$ cat src/hw/rtl/qpht_pkg.sv
// Shared widths, codes and controller/datapath interface types for the hash table.
package qpht_pkg;

   localparam int FUNC_W    = 1;
   localparam int KEY_W     = 31;
   localparam int VAL_W     = 32;
   localparam int STAT_W    = 2;
   localparam int SLOT_W    = 6;
   localparam int SIZE_W    = 7;
   localparam int DEF_SLOTS = 64;
   localparam int DCNT_W    = $clog2(KEY_W);

   localparam logic [SIZE_W-1:0] SIZE_RESET = SIZE_W'(10);

   localparam logic [FUNC_W-1:0] FUNC_INSERT = 1'b0;
   localparam logic [FUNC_W-1:0] FUNC_SEARCH = 1'b1;

   localparam logic [STAT_W-1:0] STAT_INSERTED  = 2'd0;
   localparam logic [STAT_W-1:0] STAT_FOUND     = 2'd1;
   localparam logic [STAT_W-1:0] STAT_NOT_FOUND = 2'd2;
   localparam logic [STAT_W-1:0] STAT_FULL      = 2'd3;

   typedef struct packed {
      logic             occ;
      logic [KEY_W-1:0] key;
      logic [VAL_W-1:0] value;
   } entry_type;

   typedef struct packed {
      logic capture;
      logic div_step;
      logic probe_init;
      logic mem_read;
      logic probe_next;
      logic finish;
      logic clear_step;
   } cmd_type;

   typedef struct packed {
      logic clear_last;
      logic div_last;
      logic probe_done;
   } sts_type;

endpackage

$ cat src/hw/rtl/qpht_ctrl.sv
// Sequencer for clearing, division, probing and result hand-off.
module qpht_ctrl (
   input  logic             clock,
   input  logic             reset,
   input  logic             req_valid,
   output logic             req_ready,
   output logic             rsp_valid,
   input  logic             rsp_ready,
   input  qpht_pkg::sts_type sts,
   output qpht_pkg::cmd_type cmd
);

   localparam logic [2:0] ST_CLEAR = 3'd0;
   localparam logic [2:0] ST_IDLE  = 3'd1;
   localparam logic [2:0] ST_DIV   = 3'd2;
   localparam logic [2:0] ST_READ  = 3'd3;
   localparam logic [2:0] ST_CHECK = 3'd4;

   logic [2:0] state_ff, state_in;
   logic       rsp_valid_ff, rsp_valid_in;
   logic       out_free;

   assign out_free  = !rsp_valid_ff || rsp_ready;
   assign req_ready = (state_ff == ST_IDLE);
   assign rsp_valid = rsp_valid_ff;

   always_comb begin
      cmd      = '0;
      state_in = state_ff;
      unique case (state_ff)
         ST_CLEAR: begin
            cmd.clear_step = 1'b1;
            if (sts.clear_last) begin
               state_in = ST_IDLE;
            end
         end
         ST_IDLE: begin
            if (req_valid) begin
               cmd.capture = 1'b1;
               state_in    = ST_DIV;
            end
         end
         ST_DIV: begin
            cmd.div_step = 1'b1;
            if (sts.div_last) begin
               cmd.probe_init = 1'b1;
               state_in       = ST_READ;
            end
         end
         ST_READ: begin
            cmd.mem_read = 1'b1;
            state_in     = ST_CHECK;
         end
         ST_CHECK: begin
            if (sts.probe_done) begin
               // hold the verdict until the output register is free
               if (out_free) begin
                  cmd.finish = 1'b1;
                  state_in   = ST_IDLE;
               end
            end else begin
               cmd.probe_next = 1'b1;
               state_in       = ST_READ;
            end
         end
         default: begin
            state_in = ST_IDLE;
         end
      endcase
   end

   always_comb begin
      rsp_valid_in = rsp_valid_ff;
      if (cmd.finish) begin
         rsp_valid_in = 1'b1;
      end else if (rsp_ready) begin
         rsp_valid_in = 1'b0;
      end
   end

   always_ff @(posedge clock) begin
      if (reset) begin
         state_ff     <= ST_CLEAR;
         rsp_valid_ff <= 1'b0;
      end else begin
         state_ff     <= state_in;
         rsp_valid_ff <= rsp_valid_in;
      end
   end

   a_finish_free: assert property (@(posedge clock) disable iff (reset)
      cmd.finish |-> (!rsp_valid_ff || rsp_ready))
      else $error("result loaded over an untaken result");

   a_accept_div: assert property (@(posedge clock) disable iff (reset)
      (req_valid && req_ready) |=> (state_ff == ST_DIV))
      else $error("accepted transfer did not start the divide");

   a_finish_valid: assert property (@(posedge clock) disable iff (reset)
      cmd.finish |=> (rsp_valid_ff && state_ff == ST_IDLE))
      else $error("finished item not presented");

   a_read_check: assert property (@(posedge clock) disable iff (reset)
      (state_ff == ST_READ) |=> (state_ff == ST_CHECK))
      else $error("slot read not followed by its check");

endmodule

$ cat src/hw/rtl/qpht_dp.sv
// Datapath: size register, restoring divider, probe sequence, slot store, result register.
module qpht_dp #(
   parameter int SLOTS = qpht_pkg::DEF_SLOTS
) (
   input  logic                          clock,
   input  logic                          reset,
   input  qpht_pkg::cmd_type             cmd,
   output qpht_pkg::sts_type             sts,
   input  logic                          csr_wr,
   input  logic [qpht_pkg::SIZE_W-1:0]   csr_wdata,
   input  logic [qpht_pkg::FUNC_W-1:0]   req_func,
   input  logic [qpht_pkg::KEY_W-1:0]    req_key,
   input  logic [qpht_pkg::VAL_W-1:0]    req_value,
   output logic [qpht_pkg::STAT_W-1:0]   rsp_status,
   output logic [qpht_pkg::VAL_W-1:0]    rsp_found_value,
   output logic [qpht_pkg::SLOT_W-1:0]   rsp_slot
);

   localparam int IDXW = (SLOTS > 1) ? $clog2(SLOTS) : 1;
   localparam int SW   = qpht_pkg::SIZE_W;
   localparam int KW   = qpht_pkg::KEY_W;

   logic [SW-1:0]                 size_ff, size_in;
   logic [IDXW-1:0]               clr_ff, clr_in;
   logic [qpht_pkg::FUNC_W-1:0]   func_ff;
   logic [KW-1:0]                 key_ff;
   logic [qpht_pkg::VAL_W-1:0]    val_ff;
   logic [SW-1:0]                 n_ff, n_in;
   logic [KW-1:0]                 dvd_ff, dvd_in;
   logic [SW-1:0]                 rem_ff, rem_in;
   logic [qpht_pkg::DCNT_W-1:0]   dcnt_ff, dcnt_in;
   logic [SW-1:0]                 off_ff, off_in;
   logic [SW-1:0]                 step_ff, step_in;
   logic [SW-1:0]                 pcnt_ff, pcnt_in;
   qpht_pkg::entry_type           rd_ff;
   qpht_pkg::entry_type           store_ff [SLOTS];
   logic [qpht_pkg::STAT_W-1:0]   status_ff, status_in;
   logic [qpht_pkg::VAL_W-1:0]    found_ff, found_in;
   logic [qpht_pkg::SLOT_W-1:0]   slot_ff, slot_in;

   logic [SW:0]         n8, trial, sum, idx8, osum, t1, t2;
   logic [IDXW-1:0]     idx, waddr;
   logic                is_search, match, at_limit, we;
   qpht_pkg::entry_type wdata;

   assign n8        = {1'b0, n_ff};
   assign is_search = (func_ff == qpht_pkg::FUNC_SEARCH);
   assign match     = (rd_ff.key == key_ff);
   assign at_limit  = (pcnt_ff == (n_ff - SW'(1)));

   // current probe slot: home plus squared offset, folded once
   assign sum  = {1'b0, rem_ff} + {1'b0, off_ff};
   assign idx8 = (sum >= n8) ? (sum - n8) : sum;
   assign idx  = IDXW'(idx8);

   assign sts.clear_last = (clr_ff == IDXW'(SLOTS - 1));
   assign sts.div_last   = (dcnt_ff == '0);
   assign sts.probe_done = !rd_ff.occ || (is_search && match) || at_limit;

   always_comb begin
      size_in = size_ff;
      if (csr_wr) begin
         size_in = csr_wdata;
      end
   end

   always_comb begin
      clr_in = clr_ff;
      if (cmd.clear_step) begin
         clr_in = clr_ff + IDXW'(1);
      end
   end

   // clamp the size in use to 1..SLOTS at capture
   always_comb begin
      n_in = n_ff;
      if (cmd.capture) begin
         if (size_ff == '0) begin
            n_in = SW'(1);
         end else if (32'(size_ff) > SLOTS) begin
            n_in = SW'(SLOTS);
         end else begin
            n_in = size_ff;
         end
      end
   end

   // restoring divider, one dividend bit per cycle, keeps the remainder only
   always_comb begin
      trial   = {rem_ff, dvd_ff[KW-1]};
      dvd_in  = dvd_ff;
      rem_in  = rem_ff;
      dcnt_in = dcnt_ff;
      if (cmd.capture) begin
         dvd_in  = req_key;
         rem_in  = '0;
         dcnt_in = qpht_pkg::DCNT_W'(KW - 1);
      end else if (cmd.div_step) begin
         dvd_in  = {dvd_ff[KW-2:0], 1'b0};
         rem_in  = (trial >= n8) ? SW'(trial - n8) : SW'(trial);
         dcnt_in = dcnt_ff - qpht_pkg::DCNT_W'(1);
      end
   end

   // offset i*i mod n advances by the odd step 2i+1 mod n
   always_comb begin
      osum    = {1'b0, off_ff} + {1'b0, step_ff};
      t1      = {1'b0, step_ff} + (SW+1)'(2);
      t2      = (t1 >= n8) ? (t1 - n8) : t1;
      off_in  = off_ff;
      step_in = step_ff;
      pcnt_in = pcnt_ff;
      if (cmd.probe_init) begin
         off_in  = '0;
         step_in = (n_ff == SW'(1)) ? '0 : SW'(1);
         pcnt_in = '0;
      end else if (cmd.probe_next) begin
         off_in  = (osum >= n8) ? SW'(osum - n8) : SW'(osum);
         step_in = (t2 >= n8) ? SW'(t2 - n8) : SW'(t2);
         pcnt_in = pcnt_ff + SW'(1);
      end
   end

   always_comb begin
      status_in = status_ff;
      found_in  = found_ff;
      slot_in   = slot_ff;
      if (cmd.finish) begin
         found_in = '0;
         slot_in  = '0;
         if (!rd_ff.occ) begin
            if (is_search) begin
               status_in = qpht_pkg::STAT_NOT_FOUND;
            end else begin
               status_in = qpht_pkg::STAT_INSERTED;
               slot_in   = qpht_pkg::SLOT_W'(idx);
            end
         end else if (is_search && match) begin
            status_in = qpht_pkg::STAT_FOUND;
            found_in  = rd_ff.value;
            slot_in   = qpht_pkg::SLOT_W'(idx);
         end else if (is_search) begin
            status_in = qpht_pkg::STAT_NOT_FOUND;
         end else begin
            status_in = qpht_pkg::STAT_FULL;
         end
      end
   end

   // single write port shared by the clearing pass and inserts
   always_comb begin
      we    = cmd.clear_step || (cmd.finish && !is_search && !rd_ff.occ);
      waddr = cmd.clear_step ? clr_ff : idx;
      wdata = '0;
      if (!cmd.clear_step) begin
         wdata.occ   = 1'b1;
         wdata.key   = key_ff;
         wdata.value = val_ff;
      end
   end

   always_ff @(posedge clock) begin
      if (we) begin
         store_ff[waddr] <= wdata;
      end
   end

   always_ff @(posedge clock) begin
      if (cmd.mem_read) begin
         rd_ff <= store_ff[idx];
      end
   end

   always_ff @(posedge clock) begin
      if (reset) begin
         size_ff <= qpht_pkg::SIZE_RESET;
         clr_ff  <= '0;
      end else begin
         size_ff <= size_in;
         clr_ff  <= clr_in;
      end
   end

   always_ff @(posedge clock) begin
      if (cmd.capture) begin
         func_ff <= req_func;
         key_ff  <= req_key;
         val_ff  <= req_value;
      end
      n_ff      <= n_in;
      dvd_ff    <= dvd_in;
      rem_ff    <= rem_in;
      dcnt_ff   <= dcnt_in;
      off_ff    <= off_in;
      step_ff   <= step_in;
      pcnt_ff   <= pcnt_in;
      status_ff <= status_in;
      found_ff  <= found_in;
      slot_ff   <= slot_in;
   end

   assign rsp_status      = status_ff;
   assign rsp_found_value = found_ff;
   assign rsp_slot        = slot_ff;

endmodule

$ cat src/hw/rtl/quadratic_probe_hash_table_top.sv
// Top level of the quadratic-probing hash table: controller plus datapath.
//
//  channel  direction  ports                                 payload
//  req      in         req_valid / req_ready                 req_func, req_key, req_value
//  rsp      out        rsp_valid / rsp_ready                 rsp_status, rsp_found_value, rsp_slot
//  csr      in         csr_valid / csr_ready                 csr_wdata (table size)
//
// An item is captured, the divider works out the home slot, then each probe reads a slot
// and then checks it, for p probes with p from 1 to the table size in use.
// After reset a clearing pass wipes the occupied bits of all SLOTS entries; req_ready stays
// low meanwhile, csr writes are taken at any time.
// A finished result waits in the output register; the next transfer is accepted
// meanwhile, and its verdict stalls in the check step until that register frees.
module quadratic_probe_hash_table_top #(
   parameter int SLOTS = qpht_pkg::DEF_SLOTS
) (
   input  logic                          clock,
   input  logic                          reset,
   // request channel
   input  logic                          req_valid,
   output logic                          req_ready,
   input  logic [qpht_pkg::FUNC_W-1:0]   req_func,
   input  logic [qpht_pkg::KEY_W-1:0]    req_key,
   input  logic [qpht_pkg::VAL_W-1:0]    req_value,
   // response channel
   output logic                          rsp_valid,
   input  logic                          rsp_ready,
   output logic [qpht_pkg::STAT_W-1:0]   rsp_status,
   output logic [qpht_pkg::VAL_W-1:0]    rsp_found_value,
   output logic [qpht_pkg::SLOT_W-1:0]   rsp_slot,
   // table size register
   input  logic                          csr_valid,
   output logic                          csr_ready,
   input  logic [qpht_pkg::SIZE_W-1:0]   csr_wdata
);

   qpht_pkg::cmd_type cmd;
   qpht_pkg::sts_type sts;

   // the user makes size writes only while idle; unenforced here, every transfer is taken at once
   assign csr_ready = 1'b1;

   qpht_ctrl u_ctrl (
      .clock     (clock),
      .reset     (reset),
      .req_valid (req_valid),
      .req_ready (req_ready),
      .rsp_valid (rsp_valid),
      .rsp_ready (rsp_ready),
      .sts       (sts),
      .cmd       (cmd)
   );

   qpht_dp #(
      .SLOTS (SLOTS)
   ) u_dp (
      .clock           (clock),
      .reset           (reset),
      .cmd             (cmd),
      .sts             (sts),
      .csr_wr          (csr_valid && csr_ready),
      .csr_wdata       (csr_wdata),
      .req_func        (req_func),
      .req_key         (req_key),
      .req_value       (req_value),
      .rsp_status      (rsp_status),
      .rsp_found_value (rsp_found_value),
      .rsp_slot        (rsp_slot)
   );

endmodule

$ cat config.mk
export PLATFORM = sky130hd
export DESIGN_NAME = quadratic_probe_hash_table_top
export DESIGN_NICKNAME = d
export VERILOG_FILES = /design/src/hw/rtl/qpht_pkg.sv /design/src/hw/rtl/qpht_ctrl.sv /design/src/hw/rtl/qpht_dp.sv /design/src/hw/rtl/quadratic_probe_hash_table_top.sv
export SDC_FILE = /design/constraint.sdc
export NUM_CORES = 2
export LEC_CHECK = 0
export BUFFER_PORTS_ARGS = -buffer_cell sky130_fd_sc_hd__clkbuf_2
export CAP_MARGIN = 20
export CORE_UTILIZATION = 35
export CTS_CLUSTER_SIZE = 8
export DETAILED_ROUTE_END_ITERATION = 8
export MAX_ROUTING_LAYER = met4
export PLACE_DENSITY = 0.49
export SYNTH_ARGS = -nofsm -noshare
export SYNTH_HDL_FRONTEND = slang
export SYNTH_HIERARCHICAL = 1
export SYNTH_SLANG_ARGS = --single-unit
$ cat constraint.sdc
create_clock -name clock -period 12.9 [get_ports clock]
set_input_delay 2.58 -clock clock [delete_from_list [all_inputs] [get_ports clock]]
set_output_delay 2.58 -clock clock [all_outputs]
set_load 0.01 [all_outputs]
==> results.md <==
- Outcome: finished clean
- Tcrit/Tclk final: 62.2%
- Pleak: 67.1 nW
- R2R Setup Slk: 4880 ps
- Die ar.: 494000 µm²
- DRT Wirelength: 638 mm
- Area after DPL: 182000 µm²
- Worst-margin pin slew: 1260 ps
- Power per cell area: 213 nW/µm²
- Total gr overflow: 0
- Final setup vio count: 0
- Area Growth Syn to Fin: 16.0%
- Seq/Total Area, Yosys: 75.8%
- Multi-input gate area: 39600 µm²
- Critical Path RT: 13740 ps
- Die H: 703 µm
- Slowest CP cell: buf_4
- DIE WIDTH: 703 µm
- Later-pin clock latency in the skew report: 1090 ps
- Layout cells sized above 1: 15.9%
- TNS Setup: 0 ps
- Drt wl/cell: 35.4 µm
- Max Cap Violations: 0
- Max H-tree Level: 6
- Crit start category: register
- IO Count: 119
- DR vias/cell: 6.00
- CP Max Fanout: 100
- Commonest non-fill, non-tap cell in the layout: edfxtp_1
- Min-Delay Path Class: reg -> reg
- Total setup buffers inserted after CTS: 0
- RSZ-0062 raised after global routing: no
- Clock Tree Root: clkbuf_16
- Final Instance Area: 199000 µm²
- Fin. Hold Viols: 0
- Post-layout nets: 11.6k
- Reg2reg start: u_dp/rem_ff[0]
- Critical path startpoint: u_dp/rem_ff[0]
- Mean post-synth cell area: 15.6 µm²
- CTS tree: built
- Detailed Route Iter0 Violations: 16.0k
- Most frequent cells in the layout: edfxtp_1 (4309), nand2_1 (1526), nand3_1 (1009)
- Core Box Area: 488000 µm²
- Largest net degree at the start of global routing: 147
- Sequential cell area: 130000 µm²
- Worst EP arrival: 8860 ps
- First-pass GRT wire length: 871 mm
- Worst-case vdd ir drop: 0.000190 V
- Crit-path cells: ha_1, fa_1, a21o_1, a21oi_1, xnor2_1, inv_1, ha_1, a21oi_1, nand2_1, o211ai_2, a31oi_4, nor2_4, buf_12, buf_12, buf_4, mux2i_1, o221ai_1, a21oi_1, a2111oi_2, buf_4
- Post-cts gate resize count: 0
- FILL cells: 43.9k
- Worst Path Buf+Inv: 5
- Synth Instances: 11.0k
- Yosys warns: 6
- Synthesized Nets: 11.2k
- Count of antenna-violating nets left after detailed routing: 0
- Hold Path Depth: 2
- HP Start: u_dp/dcnt_ff[3]
- Critical path's largest stage delay: 830 ps
- Inserted Clock Buffers: 616
- Initial antenna violation count: 45
- Via count of the first global-routing pass: 104k
- Setup CP Type: reg -> reg
- Residual DRC count: 0
- Worst Hold Path EP: u_dp/dcnt_ff[3]
- Detailed Place HPWL: 348 mm
- Final Max Tran Viols: 0
- Period minus WS final: 8020 ps
- Max Root-Sink Buffers: 4
- Synth async-reset ratio: 0%
- Layout Skew: 76.4 ps
- Length in cells of the worst reg-to-reg path: 20
- CP dominant cell by count: a21oi_1
- CTS Sinks: 4352
- First-pass detailed-route iteration total: 9
- GPL Wtd Cong: 0.854
- Post-synth top flop: edfxtp_1
- Total vias in the final route: 108k
- FF-to-FF End: u_dp/rd_ff[0]
- FP Rows: 256
- Hold buffer count at CTS: 0
- Slew HR: 16.1%
- Gr usage total: 25.9%
- Post-synth cell types: 81
- Clock-pin slew on the worst setup and hold paths: 50 ps
- Initial core utilization: 35.2%
- PortBufs: 117
- Top delay family on crit path: compound AO/OA/AOI/OAI gates
- F_max: 0.125 GHz
- Critical Path End Type: register
- Post-synth EDFFs: 4309
- Synth Register Bits: 4352
- Post-Syn Area: 172000 µm²
==> power breakdown <==
part | internal (mW) | leakage (nW) | switching (mW)
Clock | 8.56 | 8.16 | 5.99
Combinational | 3.55 | 15.9 | 8.77
Sequential | 15.5 | 43.0 | 0.0262
Total | 27.7 | 67.1 | 14.8
==> worst max-delay path by stage <==
stage                                  endpoint  slack (ps)  depth (start not counted)
after global placement           u_dp/rd_ff[51]        4390                         18
final                             u_dp/rd_ff[0]        4880                         20
after global routing             u_dp/rd_ff[14]        4580                         19
after CTS                 u_dp/store_ff[46][16]        4970                         17
after floorplan            u_dp/store_ff[15][0]        5540                         20
after detailed placement  u_dp/store_ff[35][37]        5070                         18
==> per-stage QoR <==
step / hold slack (ps) / power (mW) / instances / worst slack (ps) / utilization [%]
final: 515 / 42.4 / 18000 / 4880 / 40.9
after global routing: 518 / 43.5 / 18000 / 4580 / 40.9
after CTS: 515 / 42.5 / 18000 / 4970 / 40.8
after detailed placement: 509 / 28.0 / 17300 / 5070 / 37.4
after global placement: 469 / 27.9 / 17200 / 4390 / 37.3
after floorplan: 457 / 22.5 / 11000 / 5540 / -
==> cell families after synthesis <==
| family | count (synthesis) | synth area share (%) |
|---|---|---|
| flops | 4352 | 75.8 |
| compound gates | 1954 | 7.51 |
| xor+xnor | 81 | 0.413 |
| mux | 584 | 5.21 |
| buf+inv | 816 | 2.00 |
| other cells | 1 | 0.00218 |
| simple gates | 3188 | 8.58 |
| fa+ha+maj | 62 | 0.482 |
==> cell usage after synthesis, drive strengths merged (149+ instances only) <==
| library cell | instances | area, µm² |
|---|---|---|
| mux4 | 243 | 5470 |
| mux2i | 293 | 2930 |
| clkbuf | 500 | 1880 |
| nand2 | 1527 | 5730 |
| nand3 | 1009 | 5050 |
| nand4 | 156 | 976 |
| buf | 277 | 1410 |
| a31oi | 149 | 938 |
| edfxtp | 4309 | 129000 |
| a21oi | 438 | 2190 |
| a2111oi | 197 | 1850 |
| o21ai | 651 | 3260 |
==> final cells by class <==
class,instances,area share (%)
Clock buffer,656,7.87
Clock inverter,60,0.533
Inverter,39,0.0734
Sequential cell,4352,65.3
Multi-Input combinational cell,5870,19.9
Tap cell,6450,4.05
Timing Repair Buffer,544,2.20
Antenna cell,61,0.0766
==> registers in the layout, indices dropped and copies added (netlist names) <==
register,cells
u_dp/rem_ff,7
u_dp/off_ff,7
u_dp/rsp_status,2
u_dp/dvd_ff,31
u_dp/val_ff,32
u_dp/key_ff,31
u_dp/rd_ff,64
u_dp/rsp_found_value,32
u_dp/dcnt_ff,5
u_dp/func_ff,1
u_dp/rsp_slot,6
u_dp/step_ff,7
u_dp/size_ff,7
u_dp/n_ff,7
u_dp/store_ff,4096
u_ctrl/state_ff,3
u_dp/clr_ff,6
u_dp/pcnt_ff,7
u_ctrl/rsp_valid,1
==> worst reg2reg max path: stages, from the launching register on <==
cell and delay [ps]:
dfxtp_1 340, ha_1 250, fa_1 430, a21o_1 180, a21oi_1 240, xnor2_1 360, inv_1 330, ha_1 310
a21oi_1 260, nand2_1 130, o211ai_2 340, a31oi_4 240, nor2_4 480, buf_12 460, buf_12 690, buf_4 1110
mux2i_1 310, o221ai_1 130, a21oi_1 810, a2111oi_2 180, buf_4 180
==> routing by layer <==
metal / up-vias / global-route usage [%] / wire length (µm)
li1: 43800 / - / -
met1: 57300 / 35.1 / 261000
met2: 6162 / 40.1 / 298000
met3: 951 / 4.42 / 59100
met4: 0 / 7.79 / 19900
met5: - / - / 0
Note: power is estimated with default switching activity, not from simulation.
